--- config.mk ---
export PLATFORM = sky130hd
export DESIGN_NAME = apq_ctrl
export DESIGN_NICKNAME = d
export VERILOG_FILES = /design/src/hdl/array_priority_queue_defines.svh /design/src/hdl/apq_pkg.sv /design/src/hdl/apq_ctrl.sv
export SDC_FILE = /design/constraint.sdc
export NUM_CORES = 1
export LEC_CHECK = 0
export BUFFER_PORTS_ARGS = -buffer_cell sky130_fd_sc_hd__buf_2
export CORE_MARGIN = 5
export CORE_UTILIZATION = 41
export DETAILED_ROUTE_END_ITERATION = 8
export HOLD_SLACK_MARGIN = 0.06
export PLACE_DENSITY = 0.72
export SYNTH_ARGS = -nofsm -noshare
export SYNTH_HDL_FRONTEND = slang
export SYNTH_SLANG_ARGS = --single-unit
--- constraint.sdc ---
create_clock -name clock -period 1.35 [get_ports clock]
set_input_delay 0.0675 -clock clock [delete_from_list [all_inputs] [get_ports clock]]
set_output_delay 0.0675 -clock clock [all_outputs]
set_load 0.05 [all_outputs]
--- src/hdl/array_priority_queue_defines.svh ---
// Assertion macros for the array priority queue.
// Depends on nothing; taken in by files that carry concurrent checks.
`ifndef ARRAY_PRIORITY_QUEUE_DEFINES_SVH
`define ARRAY_PRIORITY_QUEUE_DEFINES_SVH
`ifndef SYNTHESIS
`define APQ_ASSERT_IMPLIES(label, clk, rst, ante, cons) \
   label: assert property (@(posedge clk) disable iff (rst) (ante) |-> (cons)) \
      else $error("apq: same-cycle check failed");
`define APQ_ASSERT_NEXT(label, clk, rst, ante, cons) \
   label: assert property (@(posedge clk) disable iff (rst) (ante) |=> (cons)) \
      else $error("apq: next-cycle check failed");
`else
`define APQ_ASSERT_IMPLIES(label, clk, rst, ante, cons)
`define APQ_ASSERT_NEXT(label, clk, rst, ante, cons)
`endif
`endif

--- src/hdl/apq_pkg.sv ---
// Shared types and constants for the array priority queue.
// Depends on nothing; used by the datapath, controller and top level.
package apq_pkg;

   localparam int DATA_W = 32;
   localparam int CAP_W  = 8;
   localparam int OCC_W  = 8;
   localparam logic [CAP_W-1:0] CAP_RESET = 8'd128;

   typedef enum logic [1:0] {
      FUNC_ENQUEUE     = 2'd0,
      FUNC_DEQUEUE     = 2'd1,
      FUNC_PEEK_OLDEST = 2'd2,
      FUNC_PEEK_NEWEST = 2'd3
   } func_type;

   typedef enum logic [1:0] {
      STATUS_OK       = 2'd0,
      STATUS_OVERFLOW = 2'd1,
      STATUS_EMPTY    = 2'd2
   } status_type;

   typedef enum logic [2:0] {
      RES_OK_ZERO,
      RES_OVERFLOW,
      RES_EMPTY,
      RES_PEEK,
      RES_BEST
   } res_kind_type;

   typedef struct packed {
      logic signed [DATA_W-1:0] data;
      logic signed [DATA_W-1:0] prio;
   } entry_type;

   localparam entry_type ENTRY_ZERO = '{data: '0, prio: '0};

   typedef struct packed {
      func_type                 func;
      logic signed [DATA_W-1:0] in_data;
      logic signed [DATA_W-1:0] in_priority;
   } req_type;

   typedef struct packed {
      logic signed [DATA_W-1:0] out_data;
      logic signed [DATA_W-1:0] out_priority;
      status_type               status;
      logic [OCC_W-1:0]         occupancy;
   } rsp_type;

   typedef struct packed {
      logic         load_req;
      logic         enq_write;
      logic         peek_front;
      logic         peek_rear;
      logic         scan_start;
      logic         scan_step;
      logic         shift_step;
      logic         count_dec;
      logic         res_load;
      res_kind_type res_kind;
   } cmd_type;

   typedef struct packed {
      func_type func;
      logic     full;
      logic     empty;
      logic     scan_last;
      logic     shift_done;
      logic     rsp_free;
   } stat_type;

endpackage

--- src/hdl/apq_ctrl.sv ---
// Controller state machine: dispatch on the operation, sequence scan and shift.
// Depends on apq_pkg; drives apq_datapath through cmd_type.
module apq_ctrl (
   input  logic              clock,
   input  logic              reset,
   input  logic              req_valid,
   output logic              req_ready,
   input  apq_pkg::stat_type stat,
   output apq_pkg::cmd_type  cmd
);

   typedef enum logic [4:0] {
      ST_IDLE     = 5'b00001,
      ST_DISPATCH = 5'b00010,
      ST_SCAN     = 5'b00100,
      ST_SHIFT    = 5'b01000,
      ST_FINISH   = 5'b10000
   } state_type;

   state_type             state_ff, state_in;
   apq_pkg::res_kind_type kind_ff, kind_in;

   always_comb begin
      state_in     = state_ff;
      kind_in      = kind_ff;
      cmd          = '0;
      cmd.res_kind = kind_ff;
      unique case (state_ff)
         ST_IDLE: begin
            cmd.load_req = req_valid;
            if (req_valid) begin
               state_in = ST_DISPATCH;
            end
         end
         ST_DISPATCH: begin
            state_in = ST_FINISH;
            if (stat.func == apq_pkg::FUNC_ENQUEUE) begin
               if (stat.full) begin
                  kind_in = apq_pkg::RES_OVERFLOW;
               end else begin
                  cmd.enq_write = 1'b1;
                  kind_in       = apq_pkg::RES_OK_ZERO;
               end
            end else if (stat.empty) begin
               kind_in = apq_pkg::RES_EMPTY;
            end else begin
               kind_in = apq_pkg::RES_PEEK;
               unique case (stat.func)
                  apq_pkg::FUNC_DEQUEUE: begin
                     cmd.scan_start = 1'b1;
                     state_in       = ST_SCAN;
                  end
                  apq_pkg::FUNC_PEEK_OLDEST: cmd.peek_front = 1'b1;
                  default:                   cmd.peek_rear  = 1'b1;
               endcase
            end
         end
         ST_SCAN: begin
            cmd.scan_step = 1'b1;
            if (stat.scan_last) begin
               state_in = ST_SHIFT;
            end
         end
         ST_SHIFT: begin
            cmd.shift_step = 1'b1;
            if (stat.shift_done) begin
               cmd.count_dec = 1'b1;
               kind_in       = apq_pkg::RES_BEST;
               state_in      = ST_FINISH;
            end
         end
         ST_FINISH: begin
            // hold until the result register is free
            if (stat.rsp_free) begin
               cmd.res_load = 1'b1;
               state_in     = ST_IDLE;
            end
         end
         default: begin
            state_in = ST_IDLE;
         end
      endcase
   end

   always_ff @(posedge clock) begin
      if (reset) begin
         state_ff <= ST_IDLE;
         kind_ff  <= apq_pkg::RES_OK_ZERO;
      end else begin
         state_ff <= state_in;
         kind_ff  <= kind_in;
      end
   end

   assign req_ready = (state_ff == ST_IDLE) && !reset;

endmodule
# [After elaboration in Yosys (flattened, before gate mapping)]
# Cells that the tools add are included.
[totals] regBits=8 input_bits=10 wordCells=47 output_inout_bits=13
[classes] n_reduce_logical=7 n_mux=27 n_eq_ne=11
[ops] cell="$mux 5" count=7
[ops] cell="$pmux 5 s5" count=1
[ops] cell="$mux 1" count=12
[ops] cell="$mux 3" count=4
[ops] cell="$ne 2x2->1 const B" count=4
[ops] cell="$pmux 3 s2" count=1
[ops] cell="$eq 5x1->1 const B" count=1
[ops] cell="$eq 5x2->1 const B" count=1
[ops] cell="$eq 5x3->1 const B" count=1
[ops] cell="$eq 5x4->1 const B" count=1
[ops] cell="$eq 5x5->1 const B" count=1
[ops] cell="$mux 4" count=1
[ops] cell="$reduce_and 4->1" count=1
[ops] cell="$eq 2x1->1 const B" count=1
[ops] cell="$eq 2x2->1 const B" count=1
[ops] cell="$logic_not 2->1" count=1
[ops] cell="$mux 2" count=1
[ops] cell="$reduce_and 2->1" count=1
[ops] cell="$reduce_bool 2->1" count=1
[ops] cell="$reduce_or 2->1" count=1
[ops] cell="$logic_and 1x1->1" count=1
[ops] cell="$logic_not 1->1" count=1

# [Longest topological paths before layout]
[depth] ltp_word=6 mapped_depth=6 depth_no_buf=6

# [Least setup slack after synthesis]
# OpenSTA, ideal clock, no wires.
[synth_timing] kind="reg-to-output" start="register state_ff[0]" end="output port cmd[8] (netlist name)" t_arrival_ps=2275 stages_incl_launch_ff=4 setup_slack_ps=-992 t_required_ps=1283 n_path_buf=0 cell_sequence="dfxtp_1 > nor3_2 > nand3b_1 > nor4_1"
[synth_lines] element="start, declared" line_no="apq_ctrl.sv:20" rtl="state_type state_ff, state_in;"
[synth_lines] element="start signal, assigned" line_no="apq_ctrl.sv:90" rtl="state_ff <= state_in;"
[synth_lines] element="end, declared" line_no="apq_ctrl.sv:9" rtl="output apq_pkg::cmd_type cmd"

==> results.ini <==
[status]
run_status=finished with violations
violations=negative setup slack

[critical_path]
crit_fanout=4
cp.required_ps=1280
cp-start-kind=flop
critPathKind=flop to output port
crit_start=state_ff[0]$_SDFFE_PP1P_
timing.rr.start=state_ff[4]$_SDFFE_PP0P_
cp.arrival_ps=1490
regToRegEndpoint=state_ff[3]$_SDFFE_PP0P_
cp-endpoint=cmd[10]
r2r_slack_ps=-150
cp-end-kind=output port
reg2reg_depth=6

[synth]
ys_seq_area_share_pct=28.1
ys_types=34
async_flop_share_pct=0
synth_ff_type=dfxtp_1
synth_edf_count=0
ys_warn_count=0
synth_area_um2=569
synth_nets=76
ys_ff_latch=8
avgSynthCellArea_um2=9.04
synth_cells=63

[timing]
setup_viol=16
fmax_mhz=642
tns_ps=-1840
rsz0062_at_grt=true
finalCriticalPeriod_ps=1560
slew_violations=0
maxSlewHeadroom_pct=80.3
fin_crit_sh_pct=115
finalHoldViolCount=0
tightestPinTransition_ps=292
skew_ps=2.40
worst_slack_ps=-207

[cells_and_area]
synthToLayoutAreaGrowth_pct=101
nets=128
final_layout_size_suffix_gt1_share_pct=72.6
seq_area_um2=176
num-fill-cells=65
multi_input_comb_area_um2=487
antenna_cells=0

[grt]
use_met3_pct=2.68
grt_overflow=0
busiest_layer=met2
antenna_found_initial=0
grt_first_pass_wirelength_mm=3.30
use_met2_pct=35.3
grt_max_degree=9
grt_util_met1_pct=27.3
grt_usage_pct=21.5
grt_pass1_vias=710

[placed_design]
hpwl_mm=1.24
numPortBuffers=22
gp_congestion=0.721
post-place-ws_ps=-27.5

[cts]
clk_path_buf_depth=2
cts_root_buf=clkbuf_4
clock_latency_ps=260
numCtsBuffers=3
cts_tree=yes
cts.htree.levels=1
clkTransAtPathRegs_ps=60
numClockSinks=8

[pwr]
ir_worst_vdd_mv=0.867
p_leak_nw=0.525
p_per_area_nw_per_um2=943

[floorplanning]
die_w_um=47.3
core_area_um2=1300
fp.dieH_um=47.3
die_area_um2=2230
placementRows=13
pin_count=23
start_util_pct=43.8

[detailed_routing]
first_pass_iters=5
drc=0
wl_per_cell_um=20.4
drt-total-wl_mm=2.61
vias_per_cell=5.99
dr.first_iter.drc_count=21
ant_nets=0
dr_total_vias=767

[worst_hold_path]
hp-class=primary input to flop

[flow_run]
drv_cap=0

-- area by class of cell --
| cell class | instances | area share, % |
|---|---|---|
| Timing Repair Buffer | 49 | 35.8 |
| Tap cell | 15 | 1.64 |
| Sequential cell | 8 | 15.4 |
| Multi-Input combinational cell | 47 | 42.6 |
| Clock buffer | 3 | 1.97 |
| Inverter | 6 | 2.63 |
-- state kept, by name, indices dropped and copies added, names as in the netlist --
name / count
kind_ff: 3
state_ff: 5
-- synth_stat cells (2+ instances only) --
library cell / count / area (um^2)
nor3b_1: 2 / 15.0
nor3_2: 2 / 20.0
o21ai_0: 2 / 10.0
nor2_1: 4 / 15.0
inv_1: 6 / 22.5
ha_1: 3 / 37.5
and3_1: 2 / 12.5
dfxtp_1: 8 / 160
a21oi_1: 3 / 15.0
nand2_1: 4 / 15.0
nand3_1: 3 / 15.0
nand2b_1: 2 / 12.5
-- worst max-delay path, cell delays in order (launching register included) --
cell and delay [ps]:
dfxtp_4 360, nor3_4 220, nand3b_1 110, buf_6 150
nor3b_4 200, buf_6 190
-- cells in the final DEF, fill, tap and decap left out, drive strengths merged, types with 3 or more instances in the layout --
cell type	Yosys	layout
inv	6	6
nor3	3	3
dfxtp	8	8
a21oi	3	3
o21ai	3	3
ha	3	3
nor2	4	4
nand3	3	3
buf	2	49
nand2	5	5
nor3b	3	3
clkbuf	0	3
-- routing by layer --
metal,vias up,part of all wire [%]
li1,333,-
met1,357,37
met2,52,50
met3,25,7.2
met4,0,5.9
met5,-,0
-- repair_timing --
action | CTS | global route
resized for setup | 49 | 9
pin swaps | 14 | 7
setup buffers | 11 | 5
endpoints found under the setup margin | 13 | 15
hold buffers | 0 | 0
-- where the power goes --
group          switching (mW)  total (mW)  internal, mW  leakage (nW)
logic                   0.292       0.580         0.289         0.443
registers              0.0327       0.291         0.258        0.0679
clock network           0.104       0.207         0.103        0.0138
-- per-stage QoR --
step	utilization [%]	std cells	total power [mW]	instance area (um^2)	hold WS [ps]
after floorplan	-	63	0.507	611	187
after detailed placement	61.6	110	0.641	802	353
after CTS	82.8	124	0.974	1080	102
final	87.9	128	1.08	1140	99.4
after global placement	61.6	110	0.636	802	352
after global routing	87.9	128	1.12	1140	118
-- logic make-up after synthesis --
logic type	share of synthesized area (%)
xor+xnor	1.54
simple gates	33.4
compound gates	21.5
flops	28.1
fa+ha+maj	6.59
buf+inv	8.79
-- worst min-delay path by stage --
stage,cells past startpoint,start,end
after floorplan,1,stat[1],state_ff[3]$_SDFFE_PP0P_
after global placement,2,reset,state_ff[2]$_SDFFE_PP0P_
after detailed placement,2,stat[1],state_ff[3]$_SDFFE_PP0P_
after CTS,2,req_valid,state_ff[0]$_SDFFE_PP1P_
after global routing,2,reset,kind_ff[0]$_SDFFE_PP0P_
final,2,req_valid,state_ff[0]$_SDFFE_PP1P_
Power figures use the tool's default switching activity.
